`config.mk`:
```
export PLATFORM = sky130hd
export DESIGN_NAME = windowed_byte_counter_core_flat
export DESIGN_NICKNAME = d
export VERILOG_FILES = /design/src/hdl/wbc_pkg.sv /design/src/hdl/wbc_req_if.sv /design/src/hdl/wbc_res_if.sv /design/src/hdl/wbc_ctrl.sv /design/src/hdl/wbc_store.sv /design/src/hdl/wbc_dpath.sv /design/src/hdl/windowed_byte_counter_core.sv /design/src/flat_wrapper.sv
export SDC_FILE = /design/constraint.sdc
export NUM_CORES = 2
export LEC_CHECK = 0
export ABC_AREA = 1
export ABC_CLOCK_PERIOD_IN_PS = 13550
export BUFFER_PORTS_ARGS = -buffer_cell sky130_fd_sc_hd__buf_2
export CORE_ASPECT_RATIO = 1.1
export CORE_MARGIN = 1
export CORE_UTILIZATION = 30
export CTS_BUF_LIST = sky130_fd_sc_hd__clkbuf_4
export CTS_CLUSTER_SIZE = 16
export DETAILED_ROUTE_END_ITERATION = 7
export PLACE_DENSITY = 0.43
export SLEW_MARGIN = 20
export SYNTH_ARGS = -nofsm -noshare
export SYNTH_HDL_FRONTEND = slang
export SYNTH_SLANG_ARGS = --single-unit
```
`constraint.sdc`:
```
create_clock -name clk -period 13.55 [get_ports clk]
set_input_delay 2.71 -clock clk [delete_from_list [all_inputs] [get_ports clk]]
set_output_delay 2.71 -clock clk [all_outputs]
set_load 0.01 [all_outputs]
```
`src/hdl/wbc_pkg.sv`:
```
package wbc_pkg;

  localparam int unsigned WIN_W       = 4;
  localparam logic [WIN_W-1:0] WIN_RESET = 4'd5;
  localparam int unsigned TIME_W      = 32;
  localparam int unsigned LEN_W       = 16;
  localparam int unsigned BYTES_W     = 32;

  localparam logic REQ_PACKET = 1'b0;
  localparam logic REQ_QUERY  = 1'b1;

  typedef enum logic [1:0] {
    ST_IDLE,
    ST_WALK,
    ST_FIN
  } ctrl_state_t;

  typedef struct packed {
    logic pkt;       // record the accepted packet
    logic q_load;    // start a window walk
    logic walk;      // advance the walk one bucket
    logic out_load;  // capture the result
  } ctrl_cmd_t;

  typedef struct packed {
    logic walk_done;
  } dpath_stat_t;

endpackage

```
`src/hdl/wbc_req_if.sv`:
```
interface wbc_req_if;
  logic        valid;
  logic        ready;
  logic        req_type;
  logic        outgoing;
  logic [31:0] time_sec;
  logic [15:0] packet_len;

  modport source (output valid, output req_type, output outgoing, output time_sec,
                  output packet_len, input ready);
  modport sink   (input valid, input req_type, input outgoing, input time_sec,
                  input packet_len, output ready);
endinterface

```
`src/hdl/wbc_res_if.sv`:
```
interface wbc_res_if;
  logic        valid;
  logic        ready;
  logic [31:0] sent_window_bytes;
  logic [31:0] recv_window_bytes;
  logic [31:0] sent_total_bytes;
  logic [31:0] recv_total_bytes;
  logic [31:0] last_seen_time;

  modport source (output valid, output sent_window_bytes, output recv_window_bytes,
                  output sent_total_bytes, output recv_total_bytes,
                  output last_seen_time, input ready);
  modport sink   (input valid, input sent_window_bytes, input recv_window_bytes,
                  input sent_total_bytes, input recv_total_bytes,
                  input last_seen_time, output ready);
endinterface

```
`src/hdl/wbc_ctrl.sv`:
```
module wbc_ctrl
  import wbc_pkg::*;
(
  input  logic        clk,
  input  logic        rst_n,
  input  logic        in_valid,
  input  logic        in_req_type,
  output logic        in_ready,
  input  logic        out_ready,
  output logic        out_valid,
  input  dpath_stat_t stat,
  output ctrl_cmd_t   cmd
);

  ctrl_state_t state_r, state_nxt;
  logic        out_valid_r, out_valid_nxt;

  always_ff @(posedge clk) begin
    if (!rst_n) begin
      state_r     <= ST_IDLE;
      out_valid_r <= 1'b0;
    end else begin
      state_r     <= state_nxt;
      out_valid_r <= out_valid_nxt;
    end
  end

  always_comb begin
    state_nxt     = state_r;
    cmd           = '0;
    in_ready      = 1'b0;
    out_valid_nxt = out_valid_r && !out_ready;
    unique case (state_r)
      ST_IDLE: begin
        in_ready = 1'b1;
        if (in_valid) begin
          if (in_req_type == REQ_QUERY) begin
            cmd.q_load = 1'b1;
            state_nxt  = ST_WALK;
          end else begin
            cmd.pkt = 1'b1;
          end
        end
      end
      ST_WALK: begin
        if (stat.walk_done) begin
          state_nxt = ST_FIN;
        end else begin
          cmd.walk = 1'b1;
        end
      end
      ST_FIN: begin
        // hold the sums until the output register frees up
        if (!out_valid_r || out_ready) begin
          cmd.out_load  = 1'b1;
          out_valid_nxt = 1'b1;
          state_nxt     = ST_IDLE;
        end
      end
      default: state_nxt = ST_IDLE;
    endcase
  end

  assign out_valid = out_valid_r;

endmodule

```
`src/hdl/wbc_store.sv`:
```
module wbc_store
  import wbc_pkg::*;
#(
  parameter int unsigned BUCKETS = 16
) (
  input  logic               clk,
  input  logic               rst_n,
  input  ctrl_cmd_t          cmd,
  input  logic               dir_hit,
  input  logic [TIME_W-1:0]  pkt_time,
  input  logic [LEN_W-1:0]   pkt_len,
  input  logic [TIME_W-1:0]  q_time,
  input  logic [WIN_W-1:0]   win,
  output logic [BYTES_W-1:0] sum,
  output logic               done
);

  localparam int unsigned IDXW = (BUCKETS > 1) ? $clog2(BUCKETS) : 1;
  localparam int unsigned CNTW = $clog2(BUCKETS + 1);
  localparam int unsigned KW   = $clog2(BUCKETS + 3);
  localparam logic [IDXW-1:0] LAST_IDX = IDXW'(BUCKETS - 1);
  localparam logic [CNTW-1:0] FULL_CNT = CNTW'(BUCKETS);

  logic [TIME_W-1:0]  mem_time  [BUCKETS];
  logic [BYTES_W-1:0] mem_bytes [BUCKETS];

  logic [IDXW-1:0]    head_r, ptr_r;
  logic [CNTW-1:0]    count_r;
  logic [TIME_W-1:0]  head_time_r, rd_time_r;
  logic [BYTES_W-1:0] head_bytes_r, rd_bytes_r, sum_r;
  logic [KW-1:0]      k_r, eval_k_r;
  logic               eval_v_r, done_r;

  logic               same_sec, wr_en, expired;
  logic [IDXW-1:0]    head_inc, ptr_dec, wr_addr;
  logic [BYTES_W-1:0] wr_bytes;

  assign same_sec = (count_r != '0) && (head_time_r == pkt_time);
  assign head_inc = (head_r == LAST_IDX) ? '0 : head_r + 1'b1;
  assign ptr_dec  = (ptr_r == '0) ? LAST_IDX : ptr_r - 1'b1;
  assign wr_addr  = same_sec ? head_r : head_inc;
  assign wr_bytes = same_sec ? head_bytes_r + BYTES_W'(pkt_len) : BYTES_W'(pkt_len);
  assign wr_en    = cmd.pkt && dir_hit;
  // 33-bit compare so that time plus window cannot wrap
  assign expired  = ({1'b0, rd_time_r} + (TIME_W + 1)'(win)) <= {1'b0, q_time};

  always_ff @(posedge clk) begin
    if (wr_en) begin
      mem_time[wr_addr]  <= pkt_time;
      mem_bytes[wr_addr] <= wr_bytes;
    end
    if (cmd.walk) begin
      rd_time_r  <= mem_time[ptr_r];
      rd_bytes_r <= mem_bytes[ptr_r];
    end
  end

  always_ff @(posedge clk) begin
    if (!rst_n) begin
      head_r   <= '0;
      count_r  <= '0;
      eval_v_r <= 1'b0;
      done_r   <= 1'b0;
      k_r      <= '0;
    end else if (wr_en) begin
      head_r <= wr_addr;
      if (!same_sec && count_r != FULL_CNT) count_r <= count_r + 1'b1;
    end else if (cmd.q_load) begin
      k_r      <= '0;
      eval_v_r <= 1'b0;
      done_r   <= 1'b0;
    end else if (cmd.walk) begin
      k_r      <= k_r + 1'b1;
      eval_v_r <= 1'b1;
      if (eval_v_r && !done_r) begin
        if (eval_k_r >= KW'(count_r)) begin
          done_r <= 1'b1;
        end else if (expired) begin
          // drop this bucket and everything older
          count_r <= eval_k_r[CNTW-1:0];
          done_r  <= 1'b1;
        end
      end
    end
  end

  always_ff @(posedge clk) begin
    if (wr_en) begin
      head_time_r  <= pkt_time;
      head_bytes_r <= wr_bytes;
    end
    if (cmd.q_load) begin
      ptr_r <= head_r;
      sum_r <= '0;
    end else if (cmd.walk) begin
      ptr_r    <= ptr_dec;
      eval_k_r <= k_r;
      if (eval_v_r && !done_r && eval_k_r < KW'(count_r) && !expired) begin
        sum_r <= sum_r + rd_bytes_r;
      end
    end
  end

  assign sum  = sum_r;
  assign done = done_r;

endmodule

```
`src/hdl/wbc_dpath.sv`:
```
module wbc_dpath
  import wbc_pkg::*;
#(
  parameter int unsigned BUCKETS = 16
) (
  input  logic               clk,
  input  logic               rst_n,
  input  ctrl_cmd_t          cmd,
  output dpath_stat_t        stat,
  input  logic               cfg_we,
  input  logic [WIN_W-1:0]   cfg_wdata,
  input  logic               in_outgoing,
  input  logic [TIME_W-1:0]  in_time_sec,
  input  logic [LEN_W-1:0]   in_packet_len,
  output logic [BYTES_W-1:0] out_sent_window_bytes,
  output logic [BYTES_W-1:0] out_recv_window_bytes,
  output logic [BYTES_W-1:0] out_sent_total_bytes,
  output logic [BYTES_W-1:0] out_recv_total_bytes,
  output logic [TIME_W-1:0]  out_last_seen_time
);

  logic [WIN_W-1:0]   win_r;
  logic [TIME_W-1:0]  q_time_r, last_r;
  logic [BYTES_W-1:0] sent_cum_r, recv_cum_r;
  logic [BYTES_W-1:0] sent_sum, recv_sum;
  logic               sent_done, recv_done;

  logic [BYTES_W-1:0] o_sent_win_r, o_recv_win_r, o_sent_tot_r, o_recv_tot_r;
  logic [TIME_W-1:0]  o_last_r;

  always_ff @(posedge clk) begin
    if (!rst_n) begin
      win_r      <= WIN_RESET;
      last_r     <= '0;
      sent_cum_r <= '0;
      recv_cum_r <= '0;
    end else begin
      if (cfg_we) win_r <= cfg_wdata;
      if (cmd.pkt) begin
        last_r <= in_time_sec;
        if (in_outgoing) sent_cum_r <= sent_cum_r + BYTES_W'(in_packet_len);
        else             recv_cum_r <= recv_cum_r + BYTES_W'(in_packet_len);
      end
    end
  end

  always_ff @(posedge clk) begin
    if (cmd.q_load) q_time_r <= in_time_sec;
    if (cmd.out_load) begin
      o_sent_win_r <= sent_sum;
      o_recv_win_r <= recv_sum;
      o_sent_tot_r <= sent_cum_r;
      o_recv_tot_r <= recv_cum_r;
      o_last_r     <= last_r;
    end
  end

  wbc_store #(.BUCKETS(BUCKETS)) u_sent (
    .clk      (clk),
    .rst_n    (rst_n),
    .cmd      (cmd),
    .dir_hit  (in_outgoing),
    .pkt_time (in_time_sec),
    .pkt_len  (in_packet_len),
    .q_time   (q_time_r),
    .win      (win_r),
    .sum      (sent_sum),
    .done     (sent_done)
  );

  wbc_store #(.BUCKETS(BUCKETS)) u_recv (
    .clk      (clk),
    .rst_n    (rst_n),
    .cmd      (cmd),
    .dir_hit  (!in_outgoing),
    .pkt_time (in_time_sec),
    .pkt_len  (in_packet_len),
    .q_time   (q_time_r),
    .win      (win_r),
    .sum      (recv_sum),
    .done     (recv_done)
  );

  assign stat.walk_done = sent_done && recv_done;

  assign out_sent_window_bytes = o_sent_win_r;
  assign out_recv_window_bytes = o_recv_win_r;
  assign out_sent_total_bytes  = o_sent_tot_r;
  assign out_recv_total_bytes  = o_recv_tot_r;
  assign out_last_seen_time    = o_last_r;

endmodule

```
`src/hdl/windowed_byte_counter_core.sv`:
```
// channel   dir  handshake       beat contents
// in_bus    in   valid/ready     req_type, outgoing, time_sec, packet_len
// out_bus   out  valid/ready     sent/recv window bytes, sent/recv totals, last time
// cfg       in   cfg_we          cfg_wdata = window_seconds
//
// Packet beats are taken whenever the controller is idle. A query walks both stores in
// parallel, one bucket per cycle, each store up to its first expired bucket or its stored
// count; the sums then wait in ST_FIN until the output register is free, and the next
// beat is taken once the controller is back in ST_IDLE.
// Reset (rst_n low, synchronous) empties both stores and clears totals; window is 5.
// A waiting result does not block packet beats; a second query walks, then holds its sums.
module windowed_byte_counter_core
  import wbc_pkg::*;
#(
  parameter int unsigned BUCKETS = 16
) (
  input  logic             clk,
  input  logic             rst_n,
  input  logic             cfg_we,
  input  logic [WIN_W-1:0] cfg_wdata,
  wbc_req_if.sink          in_bus,
  wbc_res_if.source        out_bus
);

  ctrl_cmd_t   cmd;
  dpath_stat_t stat;

  wbc_ctrl u_ctrl (
    .clk         (clk),
    .rst_n       (rst_n),
    .in_valid    (in_bus.valid),
    .in_req_type (in_bus.req_type),
    .in_ready    (in_bus.ready),
    .out_ready   (out_bus.ready),
    .out_valid   (out_bus.valid),
    .stat        (stat),
    .cmd         (cmd)
  );

  wbc_dpath #(.BUCKETS(BUCKETS)) u_dpath (
    .clk                   (clk),
    .rst_n                 (rst_n),
    .cmd                   (cmd),
    .stat                  (stat),
    .cfg_we                (cfg_we),
    .cfg_wdata             (cfg_wdata),
    .in_outgoing           (in_bus.outgoing),
    .in_time_sec           (in_bus.time_sec),
    .in_packet_len         (in_bus.packet_len),
    .out_sent_window_bytes (out_bus.sent_window_bytes),
    .out_recv_window_bytes (out_bus.recv_window_bytes),
    .out_sent_total_bytes  (out_bus.sent_total_bytes),
    .out_recv_total_bytes  (out_bus.recv_total_bytes),
    .out_last_seen_time    (out_bus.last_seen_time)
  );

endmodule
```
`src/flat_wrapper.sv`:
```
// flat-port wrapper written by rule: the top's interface ports become plain ports
module windowed_byte_counter_core_flat import wbc_pkg::*;
#(
  parameter int unsigned BUCKETS = 16
)
  (clk, rst_n, cfg_we, cfg_wdata, in_bus_valid, in_bus_req_type, in_bus_outgoing, in_bus_time_sec, in_bus_packet_len, in_bus_ready, out_bus_valid, out_bus_sent_window_bytes, out_bus_recv_window_bytes, out_bus_sent_total_bytes, out_bus_recv_total_bytes, out_bus_last_seen_time, out_bus_ready);
  wbc_req_if in_bus_i ();
  wbc_res_if out_bus_i ();
  input  logic clk;
  input  logic rst_n;
  input  logic cfg_we;
  input  logic [WIN_W-1:0] cfg_wdata;
  input wire logic [$bits(in_bus_i.valid)-1:0] in_bus_valid;
  input wire logic [$bits(in_bus_i.req_type)-1:0] in_bus_req_type;
  input wire logic [$bits(in_bus_i.outgoing)-1:0] in_bus_outgoing;
  input wire logic [$bits(in_bus_i.time_sec)-1:0] in_bus_time_sec;
  input wire logic [$bits(in_bus_i.packet_len)-1:0] in_bus_packet_len;
  output wire logic [$bits(in_bus_i.ready)-1:0] in_bus_ready;
  output wire logic [$bits(out_bus_i.valid)-1:0] out_bus_valid;
  output wire logic [$bits(out_bus_i.sent_window_bytes)-1:0] out_bus_sent_window_bytes;
  output wire logic [$bits(out_bus_i.recv_window_bytes)-1:0] out_bus_recv_window_bytes;
  output wire logic [$bits(out_bus_i.sent_total_bytes)-1:0] out_bus_sent_total_bytes;
  output wire logic [$bits(out_bus_i.recv_total_bytes)-1:0] out_bus_recv_total_bytes;
  output wire logic [$bits(out_bus_i.last_seen_time)-1:0] out_bus_last_seen_time;
  input wire logic [$bits(out_bus_i.ready)-1:0] out_bus_ready;
  assign in_bus_i.valid = in_bus_valid;
  assign in_bus_i.req_type = in_bus_req_type;
  assign in_bus_i.outgoing = in_bus_outgoing;
  assign in_bus_i.time_sec = in_bus_time_sec;
  assign in_bus_i.packet_len = in_bus_packet_len;
  assign in_bus_ready = in_bus_i.ready;
  assign out_bus_valid = out_bus_i.valid;
  assign out_bus_sent_window_bytes = out_bus_i.sent_window_bytes;
  assign out_bus_recv_window_bytes = out_bus_i.recv_window_bytes;
  assign out_bus_sent_total_bytes = out_bus_i.sent_total_bytes;
  assign out_bus_recv_total_bytes = out_bus_i.recv_total_bytes;
  assign out_bus_last_seen_time = out_bus_i.last_seen_time;
  assign out_bus_i.ready = out_bus_ready;
  windowed_byte_counter_core #(.BUCKETS(BUCKETS)) u_core (.clk(clk), .rst_n(rst_n), .cfg_we(cfg_we), .cfg_wdata(cfg_wdata), .in_bus(in_bus_i), .out_bus(out_bus_i));
endmodule
```
======== After elaboration in Yosys (flattened, before gate mapping) ========
Memories as Yosys holds them, arrays and structs flattened. A register that Yosys moved wholly into a read port is not among the register bits.
Cells that the tools add are included.
word-level totals
  register bits ........................... 537
  bits in latches ......................... 0
  memory bits (writable) .................. 2048
  ROM bits ................................ 0
  input port bits ......................... 59
  output and inout port bits .............. 162
  word-level logic and storage cells ...... 194
  memories ................................ 4
memories
  memory                           depth  bits a word  read ports  clocked after memory_dff  write ports  RTL line         text
  u_core.u_dpath.u_recv.mem_bytes  16     32           1           1                         1            wbc_store.sv:25  logic [BYTES_W-1:0] mem_bytes [BUCKETS];
  u_core.u_dpath.u_recv.mem_time   16     32           1           1                         1            wbc_store.sv:24  logic [TIME_W-1:0] mem_time [BUCKETS];
  u_core.u_dpath.u_sent.mem_bytes  16     32           1           1                         1            wbc_store.sv:25
  u_core.u_dpath.u_sent.mem_time   16     32           1           1                         1            wbc_store.sv:24
operators by class
  add/sub/neg operators ................... 16
  $mul .................................... 0
  divide/modulo/power cells ............... 0
  magnitude comparators ................... 6
  eq/ne operators ......................... 18
  shift operators ......................... 0
  mux-type cells .......................... 62
  bitwise logic cells ..................... 4
  reductions and logical operators ........ 52
operators with widths
  cell                                          count
  adder 32 x 16 -> 32 bit                       4
  two-way mux 5 bit                             18
  adder 32 x 4 -> 33 bit                        2
  <= comparator 33 x 32 -> 1 bit                2
  adder 32 bit                                  2
  == test 32 bit                                2
  two-way mux 32 bit                            2
  two-way mux 4 bit                             10
  two-way mux 1 bit                             25
  adder 5 x 1 -> 5 bit, second input constant   4
  nonzero test 2 bit                            9
  logical AND 1 bit                             14
  inequality test 2 bit, second input constant  7
  AND reduction 2 bit                           7
  two-way mux 2 bit                             6
  AND reduction 4 bit                           3
  AND reduction 6 bit                           2
  >= comparator 5 bit                           2
  < comparator 5 bit                            2
  inequality test 5 bit, second input constant  2
  nonzero test 5 bit                            2
  logical NOT 1 bit                             9
  adder 4 x 1 -> 4 bit, second input constant   2
  == test 4 bit, second input constant          2
  10 further kinds                              18

======== Logic depth before layout (Yosys ltp) ========
  word-level depth ........................ 8
  depth in mapped cells ................... 31
  depth with buffers taken out ............ 30

======== Hierarchy ========
A second synthesis with hierarchy kept.
second synthesis, totals
  cells, all modules ...................... 9660
  area, all modules ....................... 114065.6 um^2
by module, submodules not included
  module                              times used  cells an instance  area an instance (um^2)  sequential area each (um^2)
  wbc_store at u_core.u_dpath.u_sent  1           4148               50788.7                  35824.4
  wbc_store at u_core.u_dpath.u_recv  1           4185               50763.7                  35824.4
  wbc_dpath                           1           1296               12326.8                  7767.4
  wbc_ctrl                            1           31                 186.4                    60.1

======== Least setup slack after synthesis ========
OpenSTA, ideal clock, no wires.
  path type ............................... input to register
  start ................................... input out_bus_ready
  end ..................................... register u_core.u_dpath.o_last_r[0] (netlist: u_core.u_dpath.out_last_seen_time[0]), enable pin
  library setup time ...................... 0.876 ns
  arrival ................................. 13.536 ns
  slack ................................... -0.862 ns
  stages on the path ...................... 2
  path buffers ............................ 0
  cell sequence ........................... nor2_1 > nor3_1
RTL lines
  item                  RTL line            text
  start, declared       flat_wrapper.sv:25  input wire logic [$bits(out_bus_i.ready)-1:0] out_bus_ready;
  end signal, assigned  wbc_dpath.sv:54     o_last_r <= last_r;
  end, declared         wbc_dpath.sv:29     logic [TIME_W-1:0] o_last_r;

======== Final worst setup path ========
  start ................................... input in_bus_time_sec[1]
  end ..................................... memory u_core.u_dpath.u_recv.mem_time[12][20], enable pin
on the way
  word-level cells in the longest chain between the ends .. 3
RTL lines
  item               RTL line            text
  start, declared    flat_wrapper.sv:16  input wire logic [$bits(in_bus_i.time_sec)-1:0] in_bus_time_sec;
  == test 32 bit     wbc_store.sv:38     assign same_sec = (count_r != '0) && (head_time_r == pkt_time);
  logical AND 1 bit  wbc_store.sv:38
  two-way mux 4 bit  wbc_store.sv:41     assign wr_addr = same_sec ? head_r : head_inc;
  end, declared      wbc_store.sv:24
No other way between the ends.

==> flow_metrics.env <==
export IMPL_detailed_place_hpwl_um=207000
export IMPL_groute_usage_overall_pct=18.8
export IMPL_vias=76796
export IMPL_synth_top_flop_cell="sky130_fd_sc_hd__edfxtp_1"
export IMPL_reg2reg_slack_ns=7.69
export IMPL_cell_area_after_synthesis_um2=113000
export IMPL_vias_in_the_first_global_route=76051
export IMPL_reg2reg_to="u_core.u_dpath.u_sent.sum[14]"
export IMPL_die_width_um=586
export IMPL_status="complete, but fails checks"
export IMPL_grt_met3_usage_pct=3.34
export IMPL_p_leak_nw=45.2
export IMPL_syn_to_final_growth_pct=14.7
export IMPL_numPortBuffers=220
export IMPL_finalNetCount=9990
export IMPL_via_per_inst=5.04
export IMPL_worst_pin_slew_ns=1.11
export IMPL_post_synth_mux_area_share_pct=0
export IMPL_layout_setup_ws_ns=6.58
export IMPL_yosys_warnings=0
export IMPL_detail_route_wirelength_um=364000
export IMPL_insertion_delay_ns=1.59
export IMPL_timing_final_max_slew_violations=0
export IMPL_cts_buffers=729
export IMPL_gr_total_overflow=0
export IMPL_clock_tree_root_cell="sky130_fd_sc_hd__clkbuf_4"
export IMPL_synth_cell_types=58
export IMPL_maxCapViolCount=0
export IMPL_routabilityCongestion=0.842
export IMPL_final_hold_viol_count=0
export IMPL_tritoncts="built"
export IMPL_finalCriticalPeriod_ns=6.97
export IMPL_worst_setup_path_endpoint="u_core.u_dpath.u_recv.mem_time[12][20]"
export IMPL_combinational_family_with_the_most_area_after_synthesis="compound AO/OA/AOI/OAI gates"
export IMPL_synth_xor_area_share_pct=1.52
export IMPL_floorplan_io_pins=221
export IMPL_startpoint_type="primary input"
export IMPL_clkSinkCount=2713
export IMPL_detail_route_iter0_violations=5956
export IMPL_globalRoute_busiestLayer="met2"
export IMPL_initial_utilization_pct=30.2
export IMPL_critical_path_endpoint_type="register"
export IMPL_placeableCoreArea_um2=373000
export IMPL_cts_max_level=6
export IMPL_timing_hold_worst_class="register to register"
export IMPL_cp_startpoint="in_bus_time_sec[1]"
export IMPL_crit_type="primary input to register"
export IMPL_regToRegStartpoint="u_core.u_dpath.u_sent.rd_time_r[1]"
export IMPL_power_per_cell_area_nw_per_um2=145
export IMPL_netlist_instances=9085
export IMPL_post_cts_setup_buffers=0
export IMPL_grt_first_pass_wirelength_um=524000
export IMPL_vdd_ir_drop_max_uv=76.0
export IMPL_grt_max_degree=205
export IMPL_grt_util_met2_pct=30.2
export IMPL_die_height_um=645
export IMPL_post_synth_top_area_cell="sky130_fd_sc_hd__edfxtp_1"
export IMPL_die_area_um2=378000
export IMPL_post_route_cells_drive_above_1_share_pct=16.2
export IMPL_finalClockSkew_ns=0.194
export IMPL_violations="design-rule violations"
export IMPL_globalRouteMet1Util_pct=25.8
export IMPL_synth_edf_count=2514
export IMPL_rsz0062_at_grt="false"
export IMPL_crit_required_ns=14.60
export IMPL_finalSetupViolCount=0
export IMPL_pre_cts_slack_ns=5.02
export IMPL_path_clk_slew_ns=0.06
export IMPL_post_cts_resized_instances=0
export IMPL_synth_area_leaders="sky130_fd_sc_hd__edfxtp_1 (67%), sky130_fd_sc_hd__o21ai_0 (5.8%), sky130_fd_sc_hd__nor2_1 (4.6%), sky130_fd_sc_hd__dfxtp_1 (3.5%), sky130_fd_sc_hd__o221ai_1 (3.1%)"
export IMPL_final_period_utilization_pct=51.5
export IMPL_final_common_cell="sky130_fd_sc_hd__edfxtp_1"
export IMPL_timing_reg2reg_worst_path_depth=27
export IMPL_relSlewSlack_pct=25.9
export IMPL_clk_path_buf_depth=4
export IMPL_worst_path_max_fanout=44
export IMPL_synth_seq_area_share_pct=70.6
export IMPL_synth_async_sr_flop_share_pct=0
export IMPL_most_common_layout_cells="sky130_fd_sc_hd__edfxtp_1 (2514), sky130_fd_sc_hd__nor2_1 (1349), sky130_fd_sc_hd__o21ai_0 (1269), sky130_fd_sc_hd__clkbuf_4 (1083), sky130_fd_sc_hd__nand2_1 (784)"
export IMPL_utilization_pct=34.6
export IMPL_drc_errors=171
export IMPL_synth_adder_area_share_pct=2.59
export IMPL_synth_net_count=9372
export IMPL_postCtsHoldBufs=0
export IMPL_post_synthesis_mean_instance_area_um2=12.4
export IMPL_fp_row_count=235
export IMPL_critPathArrivalTime_ns=8.02
export IMPL_dr_pass1_iters=8
export IMPL_detail_route_antenna_nets=0
export IMPL_grt_antenna_before_repair=22
export IMPL_drt_wirelength_per_cell_um=23.9
export IMPL_synthesis_stage_register_bit_count=2713
export IMPL_synth_compound_area_share_pct=12.8
export IMPL_synth_largest_type_area_fraction_pct=67.0
export IMPL_tns_ns=0
export IMPL_fmaxAchievable_ghz=0.143
export IMPL_yosys_area_share_simple_pct=9.54
export IMPL_fillers=37024
==> worst min-delay path by stage <==
stage / startpoint / cells past startpoint / endpoint / slack [ns]
after detailed placement: u_core.u_dpath.sent_cum_r[30] / 0 / u_core.u_dpath.out_sent_total_bytes[30] / 0.42
after floorplan: u_core.u_dpath.last_r[0] / 0 / u_core.u_dpath.out_last_seen_time[0] / 0.40
final: u_core.u_dpath.last_r[19] / 0 / u_core.u_dpath.out_last_seen_time[19] / 0.41
after global routing: u_core.u_dpath.recv_cum_r[31] / 0 / u_core.u_dpath.out_recv_total_bytes[31] / 0.43
after global placement: u_core.u_dpath.last_r[29] / 0 / u_core.u_dpath.out_last_seen_time[29] / 0.42
after CTS: u_core.u_dpath.recv_cum_r[31] / 0 / u_core.u_dpath.out_recv_total_bytes[31] / 0.41
==> report_power, final <==
part	switching, mW	internal [mW]
Sequential	0.0938	9.27
Combinational	1.47	0.519
Clock	3.55	3.84
==> per-stage QoR <==
step	cell area [µm²]	hold slack [ns]	cells	power, mW
global route	129000	0.427	15216	19.6
detailed placement	120000	0.415	13947	11.6
floorplan	113000	0.403	9085	10.7
global placement	120000	0.415	13946	11.5
finish	129000	0.412	15225	18.8
CTS	129000	0.413	15208	19.1
==> state kept, by name (all words and copies together) (netlist names), 512 cells and up <==
name                             cells
u_core.u_dpath.u_sent.mem_time     512
u_core.u_dpath.u_sent.mem_bytes    512
u_core.u_dpath.u_recv.mem_bytes    512
u_core.u_dpath.u_recv.mem_time     512
==> routing by layer <==
layer / vias to the layer above / share of wire (%)
li1: 35360 / -
met1: 38529 / 46
met2: 2325 / 46
met3: 572 / 5.5
met4: 10 / 2.3
met5: - / 0.019
==> kinds of logic after synthesis <==
family          after synthesis
fa+ha+maj                   228
compound gates             2417
xor+xnor                    196
simple gates               2636
buf+inv                     895
flops                      2713
==> synthesized netlist by cell type (6+ instances only) <==
cell and instances:
sky130_fd_sc_hd__o21ai_0 1295, sky130_fd_sc_hd__xnor2_1 93, sky130_fd_sc_hd__nor2_1 1382, sky130_fd_sc_hd__or2_2 26
sky130_fd_sc_hd__xor2_1 103, sky130_fd_sc_hd__o21a_1 19, sky130_fd_sc_hd__o22ai_1 121, sky130_fd_sc_hd__nand4_1 56
sky130_fd_sc_hd__o221ai_1 403, sky130_fd_sc_hd__nand3_1 280, sky130_fd_sc_hd__inv_2 10, sky130_fd_sc_hd__a21boi_0 10
sky130_fd_sc_hd__inv_1 397, sky130_fd_sc_hd__a21oi_1 347, sky130_fd_sc_hd__clkbuf_1 432, sky130_fd_sc_hd__dfxtp_1 199
sky130_fd_sc_hd__a21o_1 22, sky130_fd_sc_hd__buf_2 23, sky130_fd_sc_hd__o21bai_1 27, sky130_fd_sc_hd__nand3b_1 6
sky130_fd_sc_hd__o211ai_1 126, sky130_fd_sc_hd__a211oi_1 8, sky130_fd_sc_hd__fa_1 8, sky130_fd_sc_hd__nor4_1 19
sky130_fd_sc_hd__nand2_1 784, sky130_fd_sc_hd__nor3_1 51, sky130_fd_sc_hd__buf_1 24, sky130_fd_sc_hd__edfxtp_1 2514
sky130_fd_sc_hd__ha_1 220, sky130_fd_sc_hd__a31oi_1 21
==> critical path, stage by stage <==
cell and delay [ns]:
sky130_fd_sc_hd__buf_2 0.49, sky130_fd_sc_hd__buf_4 0.41, sky130_fd_sc_hd__xor2_1 0.12, sky130_fd_sc_hd__nor4_1 0.31, sky130_fd_sc_hd__nand2_1 0.11, sky130_fd_sc_hd__nor2_1 0.21
sky130_fd_sc_hd__nand3_2 0.09, sky130_fd_sc_hd__buf_4 0.29, sky130_fd_sc_hd__inv_1 0.55, sky130_fd_sc_hd__nand2_1 0.09, sky130_fd_sc_hd__o21ai_0 0.19, sky130_fd_sc_hd__nand2_1 0.33
sky130_fd_sc_hd__nor2_4 0.76, sky130_fd_sc_hd__buf_4 0.61, sky130_fd_sc_hd__buf_4 0.61
==> area by class of cell <==
cell class                      count  area, µm²  share of cell area (%)
Tap cell                         4977       6230                    4.82
Antenna cell                       15       37.5                  0.0291
Multi-Input combinational cell   5477      30100                    23.3
Clock inverter                    178       1200                   0.933
Inverter                          408       1580                    1.22
Sequential cell                  2713      79500                    61.5
Timing Repair Buffer              374       2420                    1.87
Clock buffer                     1083       8130                    6.29
Note: power is estimated with default switching activity, not from simulation.
